### config.mk
export PLATFORM = sky130hd
export DESIGN_NAME = avel_front
export DESIGN_NICKNAME = d
export VERILOG_FILES = /design/src/rtl/assert_macros.svh /design/src/rtl/avel_front.sv
export SDC_FILE = /design/constraint.sdc
export NUM_CORES = 2
export LEC_CHECK = 0
export BUFFER_PORTS_ARGS = -buffer_cell sky130_fd_sc_hd__buf_4
export CAP_MARGIN = 5
export CORE_UTILIZATION = 55
export DETAILED_ROUTE_END_ITERATION = 12
export PLACE_DENSITY = 0.77
export SLEW_MARGIN = 20
export SYNTH_ARGS = -nofsm -noshare
export SYNTH_HDL_FRONTEND = slang
export SYNTH_SLANG_ARGS = --single-unit
### constraint.sdc
create_clock -name clk -period 25.2 [get_ports clk]
set_input_delay 2.52 -clock clk [delete_from_list [all_inputs] [get_ports clk]]
set_output_delay 2.52 -clock clk [all_outputs]
set_load 0.05 [all_outputs]
### src/rtl/assert_macros.svh
// Assertion macros shared by the RTL; empty when SYNTHESIS is defined.
`ifndef ASSERT_MACROS_SVH
`define ASSERT_MACROS_SVH
`ifndef SYNTHESIS
`define AV_ASSERT(lbl, prop) \
    lbl: assert property (@(posedge clk) disable iff (!rst_n) prop) \
        else $error("assertion failed");
`define AV_ASSERT_ALWAYS(lbl, prop) \
    lbl: assert property (@(posedge clk) prop) else $error("assertion failed");
`else
`define AV_ASSERT(lbl, prop)
`define AV_ASSERT_ALWAYS(lbl, prop)
`endif
`endif

### src/rtl/avel_front.sv
// Front pipeline: offsets, squared length and the arrive test.
`timescale 1ns / 1ps
module avel_front #(
    parameter int W = 24
) (
    input  logic                 clk,
    input  logic                 rst_n,
    input  logic                 in_valid,
    output logic                 in_ready,
    input  logic signed [W-1:0]  target_x,
    input  logic signed [W-1:0]  target_y,
    input  logic signed [W-1:0]  own_x,
    input  logic signed [W-1:0]  own_y,
    input  logic [W-2:0]         radius,
    output logic                 push,
    input  logic                 full,
    output logic [2*W+2:0]       push_data
);

    logic               s1_valid_reg;
    logic signed [W:0]  dx_reg, dy_reg;
    logic               s2_valid_reg;
    logic signed [W:0]  dx2_reg, dy2_reg;
    logic [2*W+1:0]     sqx_reg, sqy_reg;
    logic [2*W-3:0]     rad_sq_reg;
    logic [W:0]         ax, ay;
    logic [2*W+2:0]     len_sq;
    logic               adv1, adv2, hold;

    assign adv2     = !s2_valid_reg || !full;
    assign adv1     = !s1_valid_reg || adv2;
    assign in_ready = adv1;
    assign push     = s2_valid_reg && !full;

    assign ax = dx_reg[W] ? (W+1)'(-dx_reg) : (W+1)'(dx_reg);
    assign ay = dy_reg[W] ? (W+1)'(-dy_reg) : (W+1)'(dy_reg);

    assign len_sq    = {1'b0, sqx_reg} + {1'b0, sqy_reg};
    assign hold      = len_sq < (2*W+3)'(rad_sq_reg);
    assign push_data = {hold, dy2_reg, dx2_reg};

    always_ff @(posedge clk or negedge rst_n)
    begin
        if (!rst_n)
        begin
            s1_valid_reg <= 1'b0;
            s2_valid_reg <= 1'b0;
        end
        else
        begin
            if (adv1)
                s1_valid_reg <= in_valid;
            if (adv2)
                s2_valid_reg <= s1_valid_reg;
        end
    end

    always_ff @(posedge clk)
    begin
        rad_sq_reg <= radius * radius;
        if (adv1)
        begin
            dx_reg <= (W+1)'(target_x) - (W+1)'(own_x);
            dy_reg <= (W+1)'(target_y) - (W+1)'(own_y);
        end
        if (adv2)
        begin
            dx2_reg <= dx_reg;
            dy2_reg <= dy_reg;
            sqx_reg <= ax * ax;
            sqy_reg <= ay * ay;
        end
    end

endmodule

==> run_results.csv <==
group,metric,value,unit
critical_path,cp_common_cell,"fa_1",
critical_path,rr_worst_depth,30,
critical_path,timing.rr.start,"dy_reg[0]$_DFFE_PP_",
clocking,ctsResizeCount,0,
logic_synthesis,synth_top_area_cell,"fa_1",
clocking,clk_latency,0.61,ns
layout,final_common_cell,"inv_1",
logic_synthesis,synth_edf_count,196,
critical_path,crit_path_end_kind,"register",
layout,final_cell_mix,"inv_1, fa_1, ha_1",
critical_path,endpoint,"sqy_reg[46]$_DFFE_PP_",
sta,finalClockSkew,0.0457,ns
floorplan,die_h,341,µm
placement,port_buffers,175,
routing,dr_total_vias,45800,
clocking,cts.clk_slew.worst_paths,0.07,ns
routing,vias_per_cell,5.42,
logic_synthesis,yosys_warnings,0,
clocking,cts_made_buffers,30,
placement,gp_congestion,0.978,
critical_path,cp_max_fo,23,
layout,area_delta_synth_final,6.34,%
floorplan,rows,124,
critical_path,cp.depth,30,
sta,setup_viol,0,
job,cap_violations,0,
critical_path,cp.required,25.55,ns
sta,tns,0,ns
global_routing,overflow,0,
global_routing,grt_pass1_vias,49700,
critical_path,worstPathArrival,11.83,ns
layout,drive_gt1_frac,0.0455,
routing,drt-total-wl,156,mm
routing,antenna_left,0,
floorplan,die-width,341,µm
logic_synthesis,synthCells,6803,
layout,antenna_cells,0,
logic_synthesis,synth.top_cell.area_share,0.418,
run_status,outcome,"completed",
routing,routedWlPerCell,18.4,µm
global_routing,grt_usage,0.277,
floorplan,dieArea,117000,µm²
sta,rsz0062_at_grt,"false",
clocking,h-tree-depth,1,
clocking,cts_root_buf,"clkbuf_16",
logic_synthesis,synthTopCellsByArea,"fa_1, ha_1, inv_1, edfxtp_1, nand2_1",
critical_path,crit_path_max_incr_delay,0.85,ns
floorplan,io_pins,176,
layout,nFillCells,9612,
logic_synthesis,syn-cell-area,63400,µm²
critical_path,crit_type,"register to register",
logic_synthesis,ys_seq_elements,243,
global_routing,antenna_found_initial,1,
critical_path,start_kind,"register",
placement,dpl.hpwl,129,mm
sta,slew_headroom,0.209,
logic_synthesis,ys.flop_type,"edfxtp_1",
critical_path,crit_slowest_cell,"clkinv_1",
routing,drt_pass1_iterations,6,
clocking,post-cts-setup-buffers,0,
floorplan,core-area,114000,µm²
clocking,cts-hold-fix-buffers,0,
routing,drt_drc_violations_left,0,
clocking,clockBufferDepth,3,
logic_synthesis,yosysSeqAreaShare,0.108,
global_routing,grt_pass1_wl,256,mm
worst_hold_path,hp-class,"register to register",
logic_synthesis,syn_area_per_cell,9.32,µm²
sta,hold_violations,0,
sta,worst_pin_slew,1.18,ns
critical_path,critical_path.top_delay_family,"adder cells",
sta,fmax,0.0871,GHz
global_routing,grt_max_degree,70,
logic_synthesis,synth_cell_types,76,
critical_path,r2r-end,"sqy_reg[46]$_DFFE_PP_",
critical_path,critPathLaunch,"dy_reg[0]$_DFFE_PP_",
sta,post-route-period-util,0.456,
sta,drv_slew,0,
clocking,numClockSinks,243,
logic_synthesis,synthArstFlopShare,0.00823,
routing,first_iter_violations,3252,
critical_path,r2r_setup_slack,13.72,ns
floorplan,start_util,0.554,
clocking,cts_tree,"built",
layout,layout.nets,9047,
sta,period_minus_slack,11.48,ns
critical_path,critPathBufInv,7,
[cells in the mapped netlist (all sizes together) (14+ instances only)]
library cell  number
inv             1997
nand2b            46
o21bai            41
nor2             385
o211ai            19
fa              1323
nand2            563
and2             121
o21ai            130
nand3             51
xnor2            194
a21oi            227
ha               677
clkbuf           159
a31oi             27
a21o             128
edfxtp           196
dfxtp             45
nor2b             37
nand4             41
a211oi            29
o31ai             15
and3              17
nor3              32
o21a              25
xor2              99
nor4              14
[through the flow]
step	util	setup WS, ns	instances	area [µm²]	hold WS (ns)
floorplan	-	15.70	6838	63500	0.424
global placement	0.581	14.45	8404	66500	0.466
detailed placement	0.581	14.01	8404	66500	0.485
CTS	0.589	13.99	8460	67400	0.502
global route	0.589	13.40	8460	67400	0.518
finish	0.589	13.72	8460	67400	0.492
[kinds of logic after synthesis]
family | share of synthesized area
AO/OA/AOI/OAI | 0.0738
flip-flops | 0.108
XOR/XNOR | 0.0410
multiplexers | 0.000671
AND/OR/NAND/NOR | 0.0958
adder cells (fa/ha/maj) | 0.552
other | 0.000118
buffers and inverters | 0.129
[how the worst min path moves through the flow]
stage	start	endpoint	slack [ns]	cells after the start
floorplan	dx_reg[0]$_DFFE_PP_	dx2_reg[0]$_DFFE_PP_	0.42	0
global placement	dy_reg[1]$_DFFE_PP_	dy2_reg[1]$_DFFE_PP_	0.47	0
detailed placement	s1_valid_reg$_DFFE_PN0P_	s2_valid_reg$_DFFE_PN0P_	0.48	1
CTS	s1_valid_reg$_DFFE_PN0P_	s2_valid_reg$_DFFE_PN0P_	0.50	1
global route	dy_reg[1]$_DFFE_PP_	dy2_reg[1]$_DFFE_PP_	0.52	0
finish	s1_valid_reg$_DFFE_PN0P_	s2_valid_reg$_DFFE_PN0P_	0.49	1
[cell type report]
type,count,area [µm²],share of cell area
sequential,243,6840,0.101
clock inverter,22,174,0.00258
clock buffer,34,776,0.0115
multi-input combinational,4417,48500,0.720
inverter,2006,7530,0.112
tap,1512,1890,0.0281
timing repair buffer,226,1700,0.0252
[worst reg2reg max path: cells and delay by family, from the launching register on]
kind | cells | cell delay, ns
xor gates and xnor gates | 1 | 0.61
AOI/OAI and AO/OA | 9 | 2.92
DFF | 1 | 0.51
buffers and inverters | 7 | 1.52
adders and majority gates | 8 | 3.79
and+or+nand+nor | 5 | 1.89
[metal layers]
layer	wire [µm]	global-route usage
met1	61100	0.364
met2	75300	0.469
met3	13500	0.0452
met4	5670	0.0888
met5	13	0
Power is not shown: default switching activity piles up to over one toggle a cycle in this logic, so the estimate is an artifact.
