<file path="src/rtl/assert_macros.svh">
// Assertion macros shared by the RTL; empty when SYNTHESIS is defined.
`ifndef ASSERT_MACROS_SVH
`define ASSERT_MACROS_SVH
`ifndef SYNTHESIS
`define AV_ASSERT(lbl, prop) \
    lbl: assert property (@(posedge clk) disable iff (!rst_n) prop) \
        else $error("assertion failed");
`define AV_ASSERT_ALWAYS(lbl, prop) \
    lbl: assert property (@(posedge clk) prop) else $error("assertion failed");
`else
`define AV_ASSERT(lbl, prop)
`define AV_ASSERT_ALWAYS(lbl, prop)
`endif
`endif

</file>
<file path="src/rtl/avel_fifo.sv">
// Small request queue between front and back.
`timescale 1ns / 1ps
module avel_fifo #(
    parameter int DW = 8
) (
    input  logic          clk,
    input  logic          rst_n,
    input  logic          push,
    input  logic [DW-1:0] wdata,
    output logic          full,
    input  logic          pop,
    output logic          not_empty,
    output logic [DW-1:0] rdata
);

    logic [DW-1:0] mem [4];
    logic [1:0]    wptr_reg, rptr_reg;
    logic [2:0]    cnt_reg;

    assign full      = cnt_reg == 3'd4;
    assign not_empty = cnt_reg != 3'd0;
    assign rdata     = mem[rptr_reg];

    always_ff @(posedge clk)
    begin
        if (push)
            mem[wptr_reg] <= wdata;
    end

    always_ff @(posedge clk or negedge rst_n)
    begin
        if (!rst_n)
        begin
            wptr_reg <= '0;
            rptr_reg <= '0;
            cnt_reg  <= '0;
        end
        else
        begin
            if (push)
                wptr_reg <= wptr_reg + 2'd1;
            if (pop)
                rptr_reg <= rptr_reg + 2'd1;
            cnt_reg <= cnt_reg + {2'b0, push} - {2'b0, pop};
        end
    end

endmodule

</file>
<file path="config.mk">
export PLATFORM = sky130hd
export DESIGN_NAME = avel_fifo
export DESIGN_NICKNAME = d
export VERILOG_FILES = /design/src/rtl/assert_macros.svh /design/src/rtl/avel_fifo.sv
export SDC_FILE = /design/constraint.sdc
export NUM_CORES = 1
export LEC_CHECK = 0
export ABC_CLOCK_PERIOD_IN_PS = 3620
export BUFFER_PORTS_ARGS = -buffer_cell sky130_fd_sc_hd__buf_2
export CAP_MARGIN = 20
export CORE_ASPECT_RATIO = 1.4
export CORE_UTILIZATION = 50
export CTS_CLUSTER_DIAMETER = 150
export DETAILED_ROUTE_END_ITERATION = 10
export PLACE_DENSITY_LB_ADDON = 0.08
export SYNTH_ARGS = -nofsm -noshare
export SYNTH_HDL_FRONTEND = slang
export SYNTH_SLANG_ARGS = --single-unit
</file>
<file path="constraint.sdc">
create_clock -name clk -period 3.62 [get_ports clk]
set_input_delay 0.362 -clock clk [delete_from_list [all_inputs] [get_ports clk]]
set_output_delay 0.362 -clock clk [all_outputs]
set_load 0.01 [all_outputs]
</file>
==> summary.md, run 1 <==
| Metric | Value |
|---|---|
| Main synth FF type | edfxtp_1 |
| Number of remaining DRC errors | 0 |
| Hold_ws | roughly 280 ps |
| Synth top area share | 0.6224 |
| Clock power frac | 0.225 |
| Final Cell Area | 1789 sq um |
| Routed WL | 2.157 mm |
| Post-synthesis sequential area ratio | 0.7358 |
| Router iterations before antenna repair | 2 |
| Gr usage total | 0.1610 |
| Via count | ~710 |
| Synth Cell Area | 1544 sq um |
| Syn nets | between 90 and 100 |
| Final setup TNS | 0 ps |
| Max_cap viols | 0 |
| Initial DRC count | 8 |
| Ranking of synthesized cells by area | edfxtp_1, mux4_2, dfrtp_1 |
| Internal power | 0.0009786 W |
| Power Density | 764.9 nW/um^2 |
| Initial antenna violation count | 0 |
| Max-slew violations | 0 |
| Final hold vios | 0 |
| TritonCTS Sinks | 39 |
| Hold Startpoint | pop |
| I/O pin count | 22 |
| Reg power frac | 0.504 |
| Clock Latency Late Sink | 280 ps |
| FF-to-FF End | cnt_reg[2]$_DFF_PN0_ |
| Starting density of the core | 0.5312 |
| Final setup viols | 0 |
| Largest area contributor in the netlist | edfxtp_1 |
| Post-synth EDFFs | 32 |
| Clk buf depth | 2 |
| Yosys warns | 0 |
| Min-Delay Path Depth | 2 |
| DP Area | approximately 1700 sq um |
| Post-DR vias/cell | 5.064 |
| Worst hold endpoint | rptr_reg[0]$_DFFE_PN0P_ |
| Htree depth | 2 |
| First-pass GRT wire length | 3.546 mm |
| R2R depth | 7 |
| Post-route ant nets | 0 |
| Tmin final | 2074 ps |
| Number of fill cells | 228 |
| Width of the chip | roughly 49 microns |
| Status | finished, final reports clean |
| RSZ-0062 raised after global routing | no |
| Library cells used by synthesis | 15 |
| Die area | 3317 sq um |
| Slew margin rel. | 0.6245 |
| #FFs+latches synth | 39 |
| Post-synth ARST share | 0.1795 |
| Post-CTS repair timing setup buffer count | 0 |
| Root buffer cell | clkbuf_8 |
| Pin count of the biggest net entering global routing | 12 |
| Clock-pin slew on the worst setup and hold paths | 70 ps |
| Vias in the first global route | 755 |
| ANT cells | 0 |
| Worst VDD drop | 0.0005708 V |
| FP Rows | 23 |
| Nets | 122 |
| Die height | between 60 and 70 microns |
| Synthesis-to-layout area growth | 15.88% |
| Post-Synthesis Cells | 76 |
| Synth cell count leaders | edfxtp_1, mux4_2, dfrtp_1 |
| Crit path kind | register to output pin |
| Worst path arrival time | roughly 1700 ps |
| Count leader, synth | edfxtp_1 |
| NetSw | 0.0003899 W |
| Leak | 0.6891 nW |
| Worst-margin pin slew | 563.3 ps |
| Critical Path RT | approximately 3300 ps |
| Core Box Area | 2907 sq um |
| Sw frac | 0.2849 |
| Max Clock Skew | 3.909 ps |
| CP Max Fanout | 10 |
| CTS tree | done |
| Count of input and output buffers | 21 |
| Routability Congestion | 0.6615 |
| Syn Area/Cell | 20.32 sq um |
| Endpoint type of the worst setup path | output pin |
| Fmax | 482.2 MHz |
| Period utilization | 0.5728 |
| R2R setup slack | ~2000 ps |
| Class of the worst hold path | input pin to register |
| Logic pwr share | 0.271 |
| Max reg flops | 32 |
| GRT overflow | 0 |
| Worst setup SP type | register |
| Layout cell share with drive strength beyond 1 | 0.3462 |
| Routed WL per cell | 15.30 microns |
| Total CTS buffers | 5 |
| RR Startpoint | cnt_reg[0]$_DFF_PN0_ |
[worst max-delay path by stage]
stage                                        from                   end  slack (ps)  cells past startpoint
final                     rptr_reg[0]$_DFFE_PN0P_              rdata[5]        1550                      2
after global routing      rptr_reg[0]$_DFFE_PN0P_              rdata[4]        1420                      2
after CTS                 rptr_reg[0]$_DFFE_PN0P_              rdata[5]        1490                      2
after detailed placement  rptr_reg[0]$_DFFE_PN0P_              rdata[5]        1810                      2
after global placement    rptr_reg[0]$_DFFE_PN0P_              rdata[0]        1820                      2
after floorplan                               pop  cnt_reg[2]$_DFF_PN0_        2040                      6
[critical path, cell delays in order (launching register included)]
cell and delay (ps):
dfrtp_1 700, mux4_2 580, buf_2 150
[cells in the final DEF (no fill, tap or decap), drive strengths merged]
cell type	count
dlygate4sd3	1
o21ai	1
xnor2	2
and2	4
edfxtp	32
fa	1
ha	6
mux4	8
or3	1
buf	21
and3	1
xor2	3
dfrtp	7
nand2	2
clkbuf	8
inv	6
[cells by family after synthesis]
family                   synth area share
flip-flops                         0.7358
buffers and inverters             0.02512
multiplexers                       0.1167
AND/OR/NAND/NOR                   0.02918
adder cells (fa/ha/maj)           0.06159
XOR/XNOR                          0.02837
AO/OA/AOI/OAI                    0.003238
[metal layers]
metal | wire, microns | global-route usage | vias to the layer above
li1 | - | - | 340
met1 | 885 | 0.1775 | 353
met2 | 1119 | 0.2604 | 16
met3 | 90 | 0.06081 | 5
met4 | 61 | 0.1103 | 0
met5 | 0 | 0 | -
[final cells by class]
cell class	count	area (sq um)	area share
tap	37	46.29	0.02587
inverter	6	22.52	0.01259
timing repair buffer	22	115.1	0.06434
multi-input combinational	29	369.1	0.2063
clock buffer	8	100.1	0.05594
sequential	39	1136	0.6350
[metrics by stage]
step	std cells	util	worst slack, ps	power, W
global placement	132	0.5777	1821	0.001069
finish	141	0.6156	1546	0.001369
detailed placement	132	0.5777	1806	0.001081
floorplan	76	-	2042	0.0009650
CTS	141	0.6156	1487	0.001393
global route	141	0.6156	1417	0.001463
[timing repair]
item,CTS,global route
hold buffers,1,0
resized for setup,0,0
endpoints found under the hold margin,7,0
[power groups by stage]
stage	Clock [W]	Combinational [W]	Sequential [W]
3_5_place_dp	0	0.000377	0.000704
4_1_cts	0.000317	0.000381	0.000695
2_1_floorplan	0	0.000324	0.000641
3_3_place_gp	0	0.000369	0.000700
5_1_grt	0.000333	0.000422	0.000708
6_report	0.000307	0.000371	0.000690
Power figures use the tool's default switching activity.
==> run 2: changes to the inputs <==
Settings changed: ABC_AREA from default to 1, ABC_CLOCK_PERIOD_IN_PS 3620 to 1900.
Clock period 3.62 ns to 1.9 ns, I/O delays scaled along.
==> summary.md, run 2 <==
| Metric | Value |
|---|---|
| Post-Synthesis Cells | ~170 |
| Commonest cells after routing, fill and taps aside | inv_1, nand2_1, edfxtp_1 |
| Clk buf depth | 2 |
| Layout cell share with drive strength beyond 1 | 0.2030 |
| #FFs+latches synth | 39 |
| Count of input and output buffers | 21 |
| Hpwl dp | 2.043 mm |
| Router iterations before antenna repair | 4 |
| Routed WL per cell | 12.41 microns |
| Library cells used by synthesis | 17 |
| Yosys warns | 0 |
| Initial antenna violation count | 0 |
| Worst-margin pin slew | 545.9 ps |
| Worst setup margin | 112.9 ps |
| Clock-pin slew on the worst setup and hold paths | 70 ps |
| Final setup viols | 0 |
| Tmin final | 1787 ps |
| Period utilization | 0.9406 |
| Number of remaining DRC errors | 0 |
| RSZ-0062 raised after global routing | no |
| Pwr Total | between 0.003 and 0.004 W |
| Main synth FF type | edfxtp_1 |
| Post-synth ARST share | 0.1795 |
| Post-place setup slack | about 270 ps |
| Clock Latency Late Sink | about 300 ps |
| Core Box Area | 3410 sq um |
| Gr usage total | 0.1897 |
| ANT cells | 0 |
| Post-route ant nets | 0 |
| Status | finished, final reports clean |
| Syn Area/Cell | around 11 sq um |
| Final setup TNS | 0 ps |
| Htree depth | 2 |
| Synth top area share | 0.5341 |
| Worst VDD drop | 0.0009266 V |
| Fmax | between 500 and 600 MHz |
| Post-CTS repair timing setup buffer count | 0 |
| Placed Cells | 228 |
| Power Density | 1487 nW/um^2 |
| FP Rows | 25 |
| Worst path arrival time | roughly 1600 ps |
| Worst setup SP type | register |
| Synthesis-to-layout area growth | 13.21% |
| Initial DRC count | 18 |
| Starting density of the core | 0.5277 |
| Routability Congestion | 0.6451 |
| Total CTS buffers | 5 |
| Max reg flops | 32 |
| Synth cell count leaders | inv_1, nand2_1, edfxtp_1 |
| Root buffer cell | clkbuf_8 |
| Post-synthesis sequential area ratio | 0.6314 |
| Critical Path RT | around 1700 ps |
| Post-CTS Resized | 0 |
| Pin count of the biggest net entering global routing | 17 |
| Slew margin rel. | 0.6361 |
| Max Clock Skew | 3.376 ps |
| TritonCTS Sinks | 39 |
| Leak | 1.019 nW |
| Post-DR vias/cell | between 4 and 5 |
| I/O pin count | 22 |
| Crit path top cell by count | nand2_1 |
| Die area | 3846 sq um |
| Max_cap viols | 0 |
| CP max stage delay | about 690 ps |
| Count leader, synth | inv_1 |
| Die height | 72.98 microns |
| Ranking of synthesized cells by area | edfxtp_1, dfrtp_1, inv_1 |
| Routed WL | 2.942 mm |
| Post-synth EDFFs | 32 |
| Worst path slowest cell | dfrtp_1 |
| Nets | 215 |
| Via count | 1,120 |
| Synth Cell Area | roughly 1800 sq um |
| First-pass GRT wire length | 4.919 mm |
| Largest area contributor in the netlist | edfxtp_1 |
| Class of the worst hold path | input pin to register |
| Width of the chip | 52.70 microns |
| Syn nets | 190 |
| GRT overflow | 0 |
| Final non-filler cell total | 237 |
| Critical path cell sequence | buf_4, nand2_1, nand3_1, nand2_1, buf_2 |
| Crit path kind | register to output pin |
| CTS tree | done |
| Endpoint type of the worst setup path | output pin |
| Hold_ws | 99.95 ps |
| Max-slew violations | 0 |
| Most common cell after layout, fill and taps aside | inv_1 |
| Final hold vios | 0 |
| CP Max Fanout | 12 |
| Vias in the first global route | 1,165 |
==> run 2: changes by cell type after synthesis, moves of 2 or more <==
| cell | before | now |
|---|---|---|
| nand2_2 | 0 | 8 |
| nand3_1 | 0 | 18 |
| inv_1 | 6 | 44 |
| mux4_2 | 8 | 0 |
| nand2_1 | 2 | 43 |
| and2_1 | 4 | 0 |
| xnor2_1 | 2 | 0 |
==> run 2: critical path, delay by kind of cell, from the launching register on <==
kind | cells | cell delay (ps)
DFF | 1 | 690
and+or+nand+nor | 3 | 210
buffers and inverters | 2 | 400
==> run 2: final cells by class <==
cell class / instances / area, sq um
clock buffer: 6 / 82.58
clock inverter: 2 / 35.03
fill: 302 / 1373
inverter: 46 / 177.7
multi-input combinational: 81 / 432.9
sequential: 39 / 1136
tap: 40 / 50.05
timing repair buffer: 23 / 122.6
==> run 2: path summary, 6_finish.rpt <==
path,startpoint,endpoint,slack [ps],cells after the start
worst min register to register,cnt_reg[2]$_DFF_PN0_,cnt_reg[2]$_DFF_PN0_,470,2
worst max-delay path,rptr_reg[0]$_DFFE_PN0P_,rdata[6],110,5
worst max register to register,cnt_reg[0]$_DFF_PN0_,cnt_reg[2]$_DFF_PN0_,270,9
min in group asynchronous,rst_n,wptr_reg[0]$_DFFE_PN0P_,250,2
worst min-delay path,pop,rptr_reg[0]$_DFFE_PN0P_,100,2
max in group asynchronous,rst_n,cnt_reg[1]$_DFF_PN0_,1490,2
==> run 2: metal layers <==
| layer | track usage | vias to the layer above | wire [microns] |
|---|---|---|---|
| met5 | 0 | - | 0 |
| li1 | - | 568 | - |
| met3 | 0.05833 | 8 | 117 |
| met1 | 0.1859 | 521 | 1144 |
| met2 | 0.3361 | 23 | 1595 |
| met4 | 0.1140 | 0 | 85 |
==> run 2: report_power, final <==
group,internal [W],total [W],switching [W]
Clock,0.000424,0.000704,0.000280
Combinational,0.000379,0.00102,0.000638
Sequential,0.00115,0.00131,0.000161
==> run 2: per-stage QoR <==
step | instance area, sq um | util
after floorplan | 1799 | -
after global placement | 1909 | 0.5600
after detailed placement | 1909 | 0.5600
after CTS | 2037 | 0.5974
after global routing | 2037 | 0.5974
final | 2037 | 0.5974
==> run 2: timing repair <==
| action | CTS | global route |
|---|---|---|
| hold buffers | 1 | 0 |
| hold endpoints to repair | 7 | 0 |
| endpoints found under the setup margin | 0 | 0 |
==> run 2: kinds of logic (layout without fill, tap and decap cells) <==
| logic type | count (synthesis) | after routing | share of synthesized area |
|---|---|---|---|
| xor+xnor | 3 | 3 | 0.01461 |
| compound gates | 1 | 1 | 0.002779 |
| buf+inv | 51 | 77 | 0.1279 |
| fa+ha+maj | 7 | 7 | 0.05285 |
| simple gates | 70 | 70 | 0.1704 |
| flops | 39 | 39 | 0.6314 |
==> run 3: changes to the inputs <==
Settings changed: ABC_CLOCK_PERIOD_IN_PS 1900 to 1600.
Clock period 1.9 ns to 1.6 ns, I/O delays scaled along.
==> summary.md, run 3 (synthesis results as in run 2) <==
| Metric | Value |
|---|---|
| Internal power | 0.002247 W |
| Critical Path RT | between 1500 and 2000 ps |
| Routed WL per cell | 12.87 microns |
| Slew margin rel. | 0.7392 |
| Sw frac | 0.3739 |
| Total CTS buffers | 5 |
| RSZ-0062 raised after global routing | yes |
| Post-DR vias/cell | 4.795 |
| Core Box Area | 3410 sq um |
| Seq. cell area | 1136 sq um |
| Width of the chip | 52.70 microns |
| Max reg flops | 32 |
| Clock-pin slew on the worst setup and hold paths | roughly 70 ps |
| Max-slew violations | 0 |
| Number of fill cells | 280 |
| Clock power frac | 0.184 |
| FP Rows | 25 |
| Final non-filler cell total | 239 |
| NetSw | 0.001342 W |
| Pwr Total | 0.003590 W |
| Die height | about 73 microns |
| Reg power frac | 0.422 |
| Gr usage total | 0.1878 |
| Worst setup margin | 9.325 ps |
| Pin count of the biggest net entering global routing | 17 |
| Max_cap viols | 0 |
| GRT overflow | 0 |
| CP Max Fanout | 2 |
| Starting density of the core | 0.5277 |
| Post-route ant nets | 0 |
| Nets | 217 |
| Final hold vios | 0 |
| Tmin final | 1591 ps |
| Endpoint type of the worst setup path | register |
| TritonCTS Sinks | 39 |
| Initial antenna violation count | 0 |
| Most common cell after layout, fill and taps aside | inv_1 |
| Max Clock Skew | between 6 and 7 ps |
| Htree depth | 2 |
| Number of remaining DRC errors | 0 |
| Routed WL | slightly above 3 mm |
| Crit path kind | register to register |
| Root buffer cell | clkbuf_8 |
| Final setup viols | 0 |
| Post-place setup slack | -9.783 ps |
| Fmax | roughly 630 MHz |
| Status | finished, final reports clean |
| Worst path arrival time | 1770 ps |
| Period utilization | 0.9942 |
| Area of the multi-input gates | 475.5 sq um |
| Worst-margin pin slew | 390.8 ps |
| First-pass GRT wire length | between 4 and 5 mm |
| Worst setup SP type | register |
| Die area | 3846 sq um |
| Class of the worst hold path | input pin to register |
| DP Area | 1917 sq um |
| Router iterations before antenna repair | 4 |
| CTS tree | done |
| Synthesis-to-layout area growth | 15.16% |
| Power Density | 1733 nW/um^2 |
| Via count | 1,146 |
| Routability Congestion | 0.6894 |
| Leak | slightly above 1 nW |
| Commonest cells after routing, fill and taps aside | inv_1, nand2_1, edfxtp_1 |
| Clk buf depth | 2 |
| ANT cells | 0 |
| Worst VDD drop | 0.001395 V |
| Placed Cells | 229 |
| Logic pwr share | 0.394 |
| Fin util | 0.6077 |
| Clock Latency Late Sink | slightly below 300 ps |
| Count of input and output buffers | 21 |
| Vias in the first global route | 1,148 |
| Layout cell share with drive strength beyond 1 | 0.2613 |
| Final Cell Area | 2072 sq um |
| Initial DRC count | 25 |
| I/O pin count | 22 |
| Hpwl dp | 2.089 mm |
[run 3: cell types whose count changed in the layout (fill, tap and decap cells not counted), moves of 2 or more]
cell / delta
inv_2: +3
ha_1: -2
inv_1: -3
nand2_2: +4
ha_4: +2
nand2_1: -4
[run 3: layer usage]
| metal | track usage | vias to the layer above | share of wire |
|---|---|---|---|
| met5 | 0 | - | 0 |
| met2 | 0.3291 | 24 | 0.56 |
| li1 | - | 576 | - |
| met1 | 0.1826 | 538 | 0.38 |
| met4 | 0.1257 | 0 | 0.020 |
| met3 | 0.05625 | 8 | 0.031 |
[run 3: layout make-up]
cell class                 instances  area share
clock inverter                     1    0.002415
timing repair buffer              25     0.06824
tap                               40     0.02415
inverter                          46     0.08575
clock buffer                       7     0.04167
sequential                        39      0.5483
multi-input combinational         81      0.2295
[run 3: final timing paths]
kind	from	to	slack [ps]	depth (start not counted)
hold reg to reg	cnt_reg[2]$_DFF_PN0_	cnt_reg[2]$_DFF_PN0_	500	2
setup / recovery	cnt_reg[0]$_DFF_PN0_	cnt_reg[2]$_DFF_PN0_	9	9
setup reg to reg	cnt_reg[0]$_DFF_PN0_	cnt_reg[2]$_DFF_PN0_	9	9
min in group asynchronous	rst_n	cnt_reg[1]$_DFF_PN0_	250	2
max in group asynchronous	rst_n	cnt_reg[0]$_DFF_PN0_	1190	2
hold / removal	wdata[4]	mem[0][4]$_DFFE_PP_	80	1
[run 3: power by group through the flow]
stage / logic (W) / registers [W] / clock network [W]
2_1_floorplan: 0.00103 / 0.00145 / 0
3_3_place_gp: 0.00125 / 0.00152 / 0
3_5_place_dp: 0.00131 / 0.00153 / 0
4_1_cts: 0.00132 / 0.00151 / 0.000682
5_1_grt: 0.00161 / 0.00154 / 0.000725
6_report: 0.00141 / 0.00151 / 0.000660
[run 3: stage by stage]
stage | hold WS, ps | setup TNS (ps)
after CTS | 74.61 | 0
after detailed placement | 5.493 | -9.783
after global placement | 3.699 | 0
after global routing | 71.61 | -65.93
final | 84.92 | 0
after floorplan | -135.6 | 0
[run 3: repair_timing]
action | 4_1_cts | 5_1_grt
endpoints found under the hold margin | 7 | 0
gates cloned | 0 | 0
hold buffers | 1 | 0
setup buffers | 0 | 1
pin swaps | 0 | 5
gates resized for setup | 1 | 12
setup endpoints to repair | 1 | 5
[run 3: worst max-delay path, stage by stage (launching register included)]
cell and delay, ps:
dfrtp_1 360, inv_2 60, ha_4 250, inv_2 40
ha_4 150, fa_2 370, nand2_2 90, nand2_2 60
nand2_2 50, nand2_1 50
